==> src/hdl/unsorted_id_table_top_assert.svh <==
// Assertion macros shared by the ID table modules.
// Each expects clk_i and rst_ni in scope.
`ifndef UNSORTED_ID_TABLE_TOP_ASSERT_SVH
`define UNSORTED_ID_TABLE_TOP_ASSERT_SVH

// Same-cycle implication.
`define UIT_ASSERT_IMP(label, ante, cons, msg) \
  label: assert property (@(posedge clk_i) disable iff (!rst_ni) (ante) |-> (cons)) \
    else $error(msg);

// Next-cycle implication.
`define UIT_ASSERT_NXT(label, ante, cons, msg) \
  label: assert property (@(posedge clk_i) disable iff (!rst_ni) (ante) |=> (cons)) \
    else $error(msg);

`endif

==> src/hdl/uit_pkg.sv <==
// ----------------------------------------------------------------------------
// uit_pkg
// Types and codes shared by the ID table controller and datapath.
// ----------------------------------------------------------------------------
`default_nettype none

package uit_pkg;

  // Opcodes
  localparam logic [1:0] OP_INSERT = 2'd0;
  localparam logic [1:0] OP_DELETE = 2'd1;
  localparam logic [1:0] OP_READ   = 2'd2;

  // Result status codes
  localparam logic [1:0] STS_OK    = 2'd0;
  localparam logic [1:0] STS_FULL  = 2'd1;
  localparam logic [1:0] STS_EMPTY = 2'd2;
  localparam logic [1:0] STS_MISS  = 2'd3;

  typedef enum logic [2:0] {
    S_IDLE,
    S_EXEC,
    S_SCAN,
    S_LAST,
    S_SWAP,
    S_RD_WAIT,
    S_FIN
  } state_e;

  // Memory read address source
  typedef enum logic [1:0] {
    RD_PTR,
    RD_LAST,
    RD_IDX
  } rd_sel_e;

  typedef struct packed {
    logic       load;      // capture input word, clear scan state
    logic       scan;      // step the search pointer
    logic       rd_en;
    rd_sel_e    rd_sel;
    logic       wr_ins;    // append id at the back
    logic       wr_swap;   // move last entry into matched slot
    logic       st_we;
    logic [1:0] st_code;
    logic       rv_cap;    // capture read data as result value
    logic       res_load;  // load output register
  } cmd_t;

  typedef struct packed {
    logic [1:0] op;
    logic       cnt_zero;
    logic       cnt_full;
    logic       idx_ok;
    logic       match;
    logic       scan_done;
    logic       out_free;
  } stat_t;

endpackage

`default_nettype wire

==> src/hdl/uit_ctrl.sv <==
// ----------------------------------------------------------------------------
// uit_ctrl
// Sequencer for insert, delete-by-value and indexed read.
// ----------------------------------------------------------------------------
`default_nettype none
`include "unsorted_id_table_top_assert.svh"

module uit_ctrl (
  input  wire logic           clk_i,
  input  wire logic           rst_ni,
  input  wire logic           in_valid_i,
  output      logic           in_stall_o,
  input  wire uit_pkg::stat_t stat_i,
  output      uit_pkg::cmd_t  cmd_o
);

  uit_pkg::state_e state_q;
  uit_pkg::state_e state_d;

  always_ff @(posedge clk_i or negedge rst_ni) begin
    if (!rst_ni) begin
      state_q <= uit_pkg::S_IDLE;
    end else begin
      state_q <= state_d;
    end
  end

  always_comb begin
    state_d    = state_q;
    cmd_o      = '0;
    in_stall_o = 1'b1;
    case (state_q)
      uit_pkg::S_IDLE: begin
        in_stall_o = 1'b0;
        if (in_valid_i) begin
          cmd_o.load = 1'b1;
          state_d    = uit_pkg::S_EXEC;
        end
      end
      uit_pkg::S_EXEC: begin
        state_d = uit_pkg::S_FIN;
        case (stat_i.op)
          uit_pkg::OP_INSERT: begin
            if (stat_i.cnt_full) begin
              cmd_o.st_we   = 1'b1;
              cmd_o.st_code = uit_pkg::STS_FULL;
            end else begin
              cmd_o.wr_ins = 1'b1;
            end
          end
          uit_pkg::OP_DELETE: begin
            if (stat_i.cnt_zero) begin
              cmd_o.st_we   = 1'b1;
              cmd_o.st_code = uit_pkg::STS_EMPTY;
            end else begin
              state_d = uit_pkg::S_SCAN;
            end
          end
          uit_pkg::OP_READ: begin
            if (stat_i.idx_ok) begin
              cmd_o.rd_en  = 1'b1;
              cmd_o.rd_sel = uit_pkg::RD_IDX;
              state_d      = uit_pkg::S_RD_WAIT;
            end else begin
              cmd_o.st_we   = 1'b1;
              cmd_o.st_code = uit_pkg::STS_MISS;
            end
          end
          default: ;  // unused opcode: no change, status ok
        endcase
      end
      uit_pkg::S_SCAN: begin
        cmd_o.scan   = 1'b1;
        cmd_o.rd_sel = uit_pkg::RD_PTR;
        if (stat_i.match) begin
          state_d = uit_pkg::S_LAST;
        end else if (stat_i.scan_done) begin
          cmd_o.st_we   = 1'b1;
          cmd_o.st_code = uit_pkg::STS_MISS;
          state_d       = uit_pkg::S_FIN;
        end
      end
      uit_pkg::S_LAST: begin
        cmd_o.rd_en  = 1'b1;
        cmd_o.rd_sel = uit_pkg::RD_LAST;
        state_d      = uit_pkg::S_SWAP;
      end
      uit_pkg::S_SWAP: begin
        cmd_o.wr_swap = 1'b1;
        state_d       = uit_pkg::S_FIN;
      end
      uit_pkg::S_RD_WAIT: begin
        cmd_o.rv_cap = 1'b1;
        state_d      = uit_pkg::S_FIN;
      end
      uit_pkg::S_FIN: begin
        if (stat_i.out_free) begin
          cmd_o.res_load = 1'b1;
          state_d        = uit_pkg::S_IDLE;
        end
      end
      default: state_d = uit_pkg::S_IDLE;
    endcase
  end

  `UIT_ASSERT_IMP(a_res_free, cmd_o.res_load, stat_i.out_free, "result word overwritten")
  `UIT_ASSERT_NXT(a_match_last, (state_q == uit_pkg::S_SCAN) && stat_i.match, state_q == uit_pkg::S_LAST, "match not followed by last-entry read")
  `UIT_ASSERT_IMP(a_swap_after_last, cmd_o.wr_swap, $past(state_q) == uit_pkg::S_LAST, "swap without last-entry read")

endmodule

`default_nettype wire
==> config.mk <==
export PLATFORM = sky130hd
export DESIGN_NAME = uit_ctrl
export DESIGN_NICKNAME = d
export VERILOG_FILES = /design/src/hdl/uit_pkg.sv /design/src/hdl/uit_ctrl.sv
export VERILOG_INCLUDE_DIRS = /design/src /design/src/hdl
export SDC_FILE = /design/constraint.sdc
export NUM_CORES = 1
export LEC_CHECK = 0
export ABC_CLOCK_PERIOD_IN_PS = 3000
export BUFFER_PORTS_ARGS = -buffer_cell sky130_fd_sc_hd__buf_2
export CORE_AREA = 2 2 39 41
export CTS_BUF_LIST = sky130_fd_sc_hd__clkbuf_4 sky130_fd_sc_hd__clkbuf_8
export DETAILED_ROUTE_END_ITERATION = 6
export DIE_AREA = 0 0 41 43
export GPL_ROUTABILITY_DRIVEN = 0
export GPL_TIMING_DRIVEN = 0
export HOLD_SLACK_MARGIN = 0.15
export RECOVER_POWER = 100
export SLEW_MARGIN = 20
export SYNTH_ARGS = -nofsm -noshare
export SYNTH_HDL_FRONTEND = slang
export SYNTH_SLANG_ARGS = --single-unit
==> constraint.sdc <==
create_clock -name clk_i -period 3 [get_ports clk_i]
set_clock_uncertainty 0.05 [all_clocks]
set_input_delay 0.45 -clock clk_i [delete_from_list [all_inputs] [get_ports clk_i]]
set_output_delay 0.45 -clock clk_i [all_outputs]
set_load 0.01 [all_outputs]
==> results of run 1 <==
[area by class of cell]
type | instances | share of cell area
Inverter | 6 | 0.04251
Multi-Input combinational cell | 42 | 0.5078
Timing Repair Buffer | 24 | 0.1991
Buffer | 2 | 0.02685
Sequential cell | 3 | 0.1342
Tap cell | 16 | 0.03579
Clock buffer | 4 | 0.05369
[through the flow]
stage,area (sq um),cells,total power (uW)
floorplan,412.9,53,293.0
global placement,548.0,92,378.7
detailed placement,548.0,92,380.1
CTS,588.1,97,466.9
global route,559.3,97,483.8
finish,559.3,97,438.8
[path summary, 6_finish.rpt]
kind	from	end	slack, ps	depth (start not counted)
max	state_q[0]	cmd_o[3]	810	5
min	stat_i[0]	state_q[2]	410	2
max reg2reg	state_q[1]	state_q[2]	1550	5
min reg2reg	state_q[1]	state_q[1]	640	3
max in group asynchronous	rst_ni	state_q[2]	2250	2
min in group asynchronous	rst_ni	state_q[0]	490	2
[kinds of logic after synthesis]
kind of cell	synth area share
and+or+nand+nor	0.3516
AOI/OAI and AO/OA	0.2121
buffers and inverters	0.1030
adders and majority gates	0.1515
DFF	0.1818
[report_power, final]
part | internal [uW] | switching [uW] | leakage (uW)
sequential | 59.8 | 21.7 | 0.0000367
clock | 59.2 | 25.7 | 0.0000184
combinational | 111 | 161 | 0.000219
total | 230 | 209 | 0.000274
[synth_stat cells]
master / n / area [sq um]
buf_6: 1 / 11.26
o21ai_0: 3 / 15.01
and2_1: 2 / 12.51
and3_1: 4 / 25.02
and3b_1: 1 / 8.760
nor3_4: 1 / 16.27
inv_1: 4 / 15.01
or2_1: 1 / 6.260
nor2b_1: 1 / 6.260
nand3_1: 1 / 5.000
a221o_1: 1 / 10.01
inv_2: 1 / 3.750
nand3b_1: 1 / 7.510
nor3_2: 1 / 10.01
nand2b_1: 1 / 6.260
a31oi_1: 2 / 12.51
a211oi_1: 1 / 7.510
clkinv_2: 1 / 5.000
dfrtp_1: 3 / 75.07
o21a_1: 1 / 7.510
a221oi_1: 1 / 8.760
a21oi_1: 4 / 20.02
nor4_1: 1 / 6.260
o22ai_1: 1 / 6.260
ha_1: 5 / 62.56
nand2_1: 2 / 7.510
nor3_1: 4 / 20.02
buf_4: 1 / 7.510
nor2_1: 2 / 7.510
[worst register-to-register path, cell delays in order, from the launching register on]
cell	delay (ps)
dfrtp_1	340
buf_6	130
clkinvlp_2	220
nor2_1	250
a221o_1	220
o22ai_1	100
[cell usage in the layout, fill, tap and decap left out, drive strengths merged, types with 2 or more instances in the layout]
cell type / count
buf: 13
a31oi: 2
o21ai: 3
and2: 2
inv: 5
a21oi: 4
dfrtp: 3
nand2: 2
nor3: 6
and3: 4
nor2: 2
clkbuf: 16
ha: 5
[per-layer routing]
layer  vias up  GRT usage  wire (um)
met5         -          0          0
met4         0    0.06000         24
met3         2    0.01571         73
met2        21     0.2156        499
met1       226     0.1688        450
li1        244          -          -
[what timing repair did]
item / in CTS / in global routing
hold buffers: 1 / 0
setup endpoints to repair: 0 / 0
endpoints found under the hold margin: 3 / 0
gates resized for setup: 0 / 0
==> out/metrics.yaml, run 1 <==
global_routing:
  antenna_found_initial: 0
  grt_pass1_vias: 421
  grt_pass1_wl_mm: 1.676
  groute.usage.overall: 0.1339
  grt-ovfl-total: 0
  grt_max_degree: 11
timing:
  tightest_slew_ps: 409.0
  rsz0062_at_grt: "false"
  setup_tns_ps: 0
  slew_viol_final: 0
  max_freq_mhz: 455.7
  finalHoldViolCount: 0
  max_slew_margin: 0.7253
  post-route-min-period_ps: 2194
  hold_slack_ps: 407.2
  min_period_over_period: 0.7315
  setup_viol: 0
  setup_ws_ps: 805.7
logic_synthesis:
  avgSynthCellArea_sq_um: 7.790
  ys_ff_latch: 3
  yosysWarnings: 0
  syn_inst: 53
  ys_seq_area_frac: 0.1818
  synthesis.area_sq_um: 412.9
  yosysUniqueCellTypes: 29
  syn_nets: 69
cells_and_area:
  n_antenna_cell: 0
  multiInputGateArea_sq_um: 284.0
  fillerInstances: 161
  area_delta_synth_final_pct: 35.45
  largest_reg_flops: 3
  regMostFlops: "state_q"
  regArea_sq_um: 75.07
  final_util: 0.4042
  fin_nets: 98
  reg_top3: "state_q (3)"
  drive_above_1_share: 0.2346
critical_path:
  worstSetupStartpointType: "flip-flop"
  crit_family: "simple AND/OR/NAND/NOR gates"
  critPathKind: "reg -> out"
  cp.required_ps: 2500
  slowest_stage: "dfrtp_1"
  cp_cell_sequence: "inv_1, nor3_1, nand2b_1, o21ai_0, clkbuf_1"
  max_stage_delay_ps: 430
  crit_buf_inv: 2
  worst-path-max-fanout: 7
  arrival_ps: 1690
  crit_path_end_kind: "output pin"
drt:
  drt_iter0_drc: 8
  drt_wl_total_mm: 1.048
  drtAntennaViolNets: 0
  drc: 0
  wire_per_inst_um: 10.80
  firstDrtPassIters: 4
  routed-via-count: 493
  routed_via_density: 5.082
clock_network:
  cts_setup_buffers: 0
  clk_path_buf_depth: 2
  clk_latency_ps: 240
  cts_root_buffer: "clkbuf_4"
  cts_tree: "done"
  htreeDepth: 1
  clock-sinks: 3
  cts_made_buffers: 3
  clkSlewWorstSetupHoldPaths_ps: 40
floorplan:
  io_pins: 24
  die_w_um: 41
  start_util: 0.2984
  std_cell_rows: 14
  dieHeight_um: 43
  core_area_sq_um: 1384
  die_area_sq_um: 1763
hold_path:
  hp-class: "in -> reg"
placed_design:
  detailed_place_hpwl_um: 839.6
  place.port_buffers: 23
  post-place-ws_ps: 915.8
job:
  drv_cap: 0
pwr:
  ir_drop_v: 0.0002241
  p_leak_uw: 0.0002739
  powerDensity_nw_per_um2: 784.6
run_status:
  run_status: "complete, no violations"
(Power assumes the default switching activity.)
==> run 2, diff against run 1 <==
--- a/config.mk
+++ b/config.mk
@@ -6,7 +6,8 @@
 export SDC_FILE = /design/constraint.sdc
 export NUM_CORES = 1
 export LEC_CHECK = 0
-export ABC_CLOCK_PERIOD_IN_PS = 3000
+export ABC_AREA = 1
+export ABC_CLOCK_PERIOD_IN_PS = 1800
 export BUFFER_PORTS_ARGS = -buffer_cell sky130_fd_sc_hd__buf_2
 export CORE_AREA = 2 2 39 41
 export CTS_BUF_LIST = sky130_fd_sc_hd__clkbuf_4 sky130_fd_sc_hd__clkbuf_8
@@ -15,6 +16,7 @@
 export GPL_ROUTABILITY_DRIVEN = 0
 export GPL_TIMING_DRIVEN = 0
 export HOLD_SLACK_MARGIN = 0.15
+export PLACE_DENSITY = 0.67
 export RECOVER_POWER = 100
 export SLEW_MARGIN = 20
 export SYNTH_ARGS = -nofsm -noshare
==> constraint.sdc (replaced) <==
create_clock -name clk_i -period 1.8 [get_ports clk_i]
set_clock_uncertainty 0.05 [all_clocks]
set_input_delay 0.27 -clock clk_i [delete_from_list [all_inputs] [get_ports clk_i]]
set_output_delay 0.27 -clock clk_i [all_outputs]
set_load 0.01 [all_outputs]
==> run 2 against run 1 <==
Against the previous run:
- clock power rose by 63%
- die area is the same
- critical endpoint unchanged
- worst setup slack worse by 700 ps
- synthesized area is 14% higher
- cell count rose by 30%
- hold slack lost 140 ps
- final area increased by 16%
==> out/metrics.yaml, run 2 <==
run_status:
  run_status: "complete, no violations"
pwr:
  p_total_uw: 816.8  # +86%
  ir_drop_v: 0.0003749  # +67%
  powerDensity_nw_per_um2: 1260  # +61%
  p_leak_uw: 0.0003888  # +42%
clock_network:
  cts_made_buffers: 3  # unchanged
  clock-sinks: 3  # unchanged
  cts_tree: "done"
  clk_path_buf_depth: 2  # unchanged
  clk_latency_ps: 240  # about the same
  cts_setup_buffers: 0  # unchanged
  htreeDepth: 1  # unchanged
  clkSlewWorstSetupHoldPaths_ps: 40  # about the same
  cts_root_buffer: "clkbuf_4"
drt:
  firstDrtPassIters: 2  # -2
  routed_via_density: 4.413  # -13%
  drt_wl_total_mm: 1.086  # +3.6%
  drc: 0  # unchanged
  drtAntennaViolNets: 0  # unchanged
  drt_iter0_drc: 3  # -5
  wire_per_inst_um: 8.619  # -20%
  routed-via-count: 556  # +13%
logic_synthesis:
  yosys-top-cells-count: "nand2_1, nor2_1, inv_1, nand3_1, nor2_2"
  yosysTopAreaCell: "nand2_1"
  yosysUniqueCellTypes: 17  # -41%
  yosysMostFrequentCell: "nand2_1"
  synth_top_area_frac: 0.2074  # +0.02563
  synthFlopType: "dfrtp_1"
  synth_edf_count: 0  # unchanged
  synthTopCellsByArea: "nand2_1, dfrtp_1, ha_1"
  async_reset_ff_frac: 1.000  # unchanged
  yosysWarnings: 0  # unchanged
  avgSynthCellArea_sq_um: 5.737  # -26%
  syn_nets: 98  # +42%
  ys_ff_latch: 3  # unchanged
  synthesis.area_sq_um: 470.5  # +14%
  ys_seq_area_frac: 0.1596  # -0.02224
  syn_inst: 82  # +55%
critical_path:
  timing.reg2reg.setup_slack_ps: 630  # -920 ps
  critPathKind: "reg -> out"
  cp.required_ps: 1480  # -1020 ps
  endpoint: "cmd_o[3]"
  crit_path_end_kind: "output pin"
  worst-path-max-fanout: 7  # unchanged
  arrival_ps: 1370  # -320 ps
  slowest_stage: "dfrtp_2"
  r2r_end: "state_q[1]"
  reg2reg_depth: 6  # +1
  max_stage_delay_ps: 460  # +30 ps
  worstSetupStartpointType: "flip-flop"
  cp_cell_sequence: "nor2_4, nand2_2, inv_2, nand3_1, nand2_1, clkbuf_1"
  rr_startpoint: "state_q[0]"
  startpoint: "state_q[0]"
placed_design:
  place.port_buffers: 23  # unchanged
  detailed_place_hpwl_um: 950.6  # +13%
  post-place-ws_ps: 279.6  # -636.2 ps
  dp.cells: 121  # +32%
timing:
  max_slew_margin: 0.8716  # +0.1464
  setup_ws_ps: 107.0  # -698.6 ps
  setup_viol: 0  # unchanged
  finalHoldViolCount: 0  # unchanged
  min_period_over_period: 0.9405
  slew_viol_final: 0  # unchanged
  post-route-min-period_ps: 1693
  hold_slack_ps: 272.1  # -135.1 ps
  setup_tns_ps: 0  # unchanged
  max_freq_mhz: 590.7
  rsz0062_at_grt: "false"
  tightest_slew_ps: 191.8  # -217.1 ps
cells_and_area:
  regMostFlops: "state_q"
  drive_above_1_share: 0.3182  # +0.08361
  mostFrequentLayoutCells: "nand2_1, buf_2, nor2_1"
  n_antenna_cell: 0  # unchanged
  largest_reg_flops: 3  # unchanged
  reg_top3: "state_q (3)"
  area_delta_synth_final_pct: 37.77
  fin_nets: 127  # +30%
  layout_commonest_cell: "nand2_1"
  final_cells: 126  # +30%
global_routing:
  grt-ovfl-total: 0  # unchanged
  antenna_found_initial: 0  # unchanged
  grt_pass1_wl_mm: 1.814  # +8.2%
  grt_pass1_vias: 515  # +22%
  grt_max_degree: 10  # -1
  groute.usage.overall: 0.1479  # +0.01391
hold_path:
  worstHoldPathCells: 4  # +2
  hp-class: "in -> reg"
floorplan:
  core_area_sq_um: 1384  # unchanged
  start_util: 0.3400  # +0.04159
  die_w_um: 41  # unchanged
  dieHeight_um: 43  # unchanged
  std_cell_rows: 14  # unchanged
  io_pins: 24  # unchanged
  die_area_sq_um: 1763  # unchanged
job:
  drv_cap: 0  # unchanged
[run 2: changes by cell type after synthesis, moves of 4 or more]
cell,delta
nand3_1,+6
nor2_2,+6
and3_1,-4
inv_1,+7
nor2_1,+10
nand2_1,+24
[run 2: critical path, delay by kind of cell (launching register included)]
kind,cells,cell delay [ps]
buf+inv,2,220
flops,1,460
simple gates,4,450
[run 2: stage by stage]
step / area (sq um) / utilization
floorplan: 470.5 / -
global placement: 605.6 / 0.4376
detailed placement: 605.6 / 0.4376
CTS: 645.6 / 0.4665
global route: 648.1 / 0.4684
finish: 648.1 / 0.4684
[run 2: cell families (layout without fill, tap and decap cells)]
family                     count (synthesis)  count (layout)  share of synthesized area
buffers and inverters                     15              43                     0.1356
DFF                                        3               3                     0.1596
adders and majority gates                  5               5                     0.1330
and+or+nand+nor                           57              57                     0.5505
AOI/OAI and AO/OA                          2               2                    0.02126
[run 2: report_power, final]
| group | internal (uW) | switching (uW) |
|---|---|---|
| clock | 98.4 | 39.7 |
| sequential | 106 | 57.2 |
| combinational | 200 | 316 |
| total | 404 | 413 |
[run 2: worst min-delay path by stage]
| stage | from | end |
|---|---|---|
| 6_report | stat_i[0] | state_q[2] |
| 3_3_place_gp | rst_ni | state_q[0] |
| 3_5_place_dp | rst_ni | state_q[2] |
| 4_1_cts | stat_i[0] | state_q[2] |
| 2_1_floorplan | rst_ni | state_q[0] |
| 5_1_grt | stat_i[0] | state_q[2] |
[run 2: routing by layer]
| layer | global-route usage | vias to the layer above | wire, um |
|---|---|---|---|
| met5 | 0 | - | 0 |
| met4 | 0.1000 | 0 | 0 |
| met3 | 0 | 0 | 51 |
| met2 | 0.2531 | 15 | 601 |
| met1 | 0.1646 | 241 | 434 |
| li1 | - | 300 | - |
[run 2: cell type report]
| type | instances | area (sq um) |
|---|---|---|
| Multi-Input combinational cell | 64 | 341.6 |
| Buffer | 1 | 11.26 |
| Sequential cell | 3 | 77.57 |
| Inverter | 14 | 52.55 |
| Clock buffer | 4 | 30.03 |
| Tap cell | 16 | 20.02 |
| Fill cell | 160 | 735.7 |
| Timing Repair Buffer | 24 | 115.1 |
[run 2: timing repair]
action / CTS / global route
setup endpoints to repair: 0 / 3
hold buffers: 1 / 0
gates resized for setup: 0 / 5
hold endpoints to repair: 3 / 0
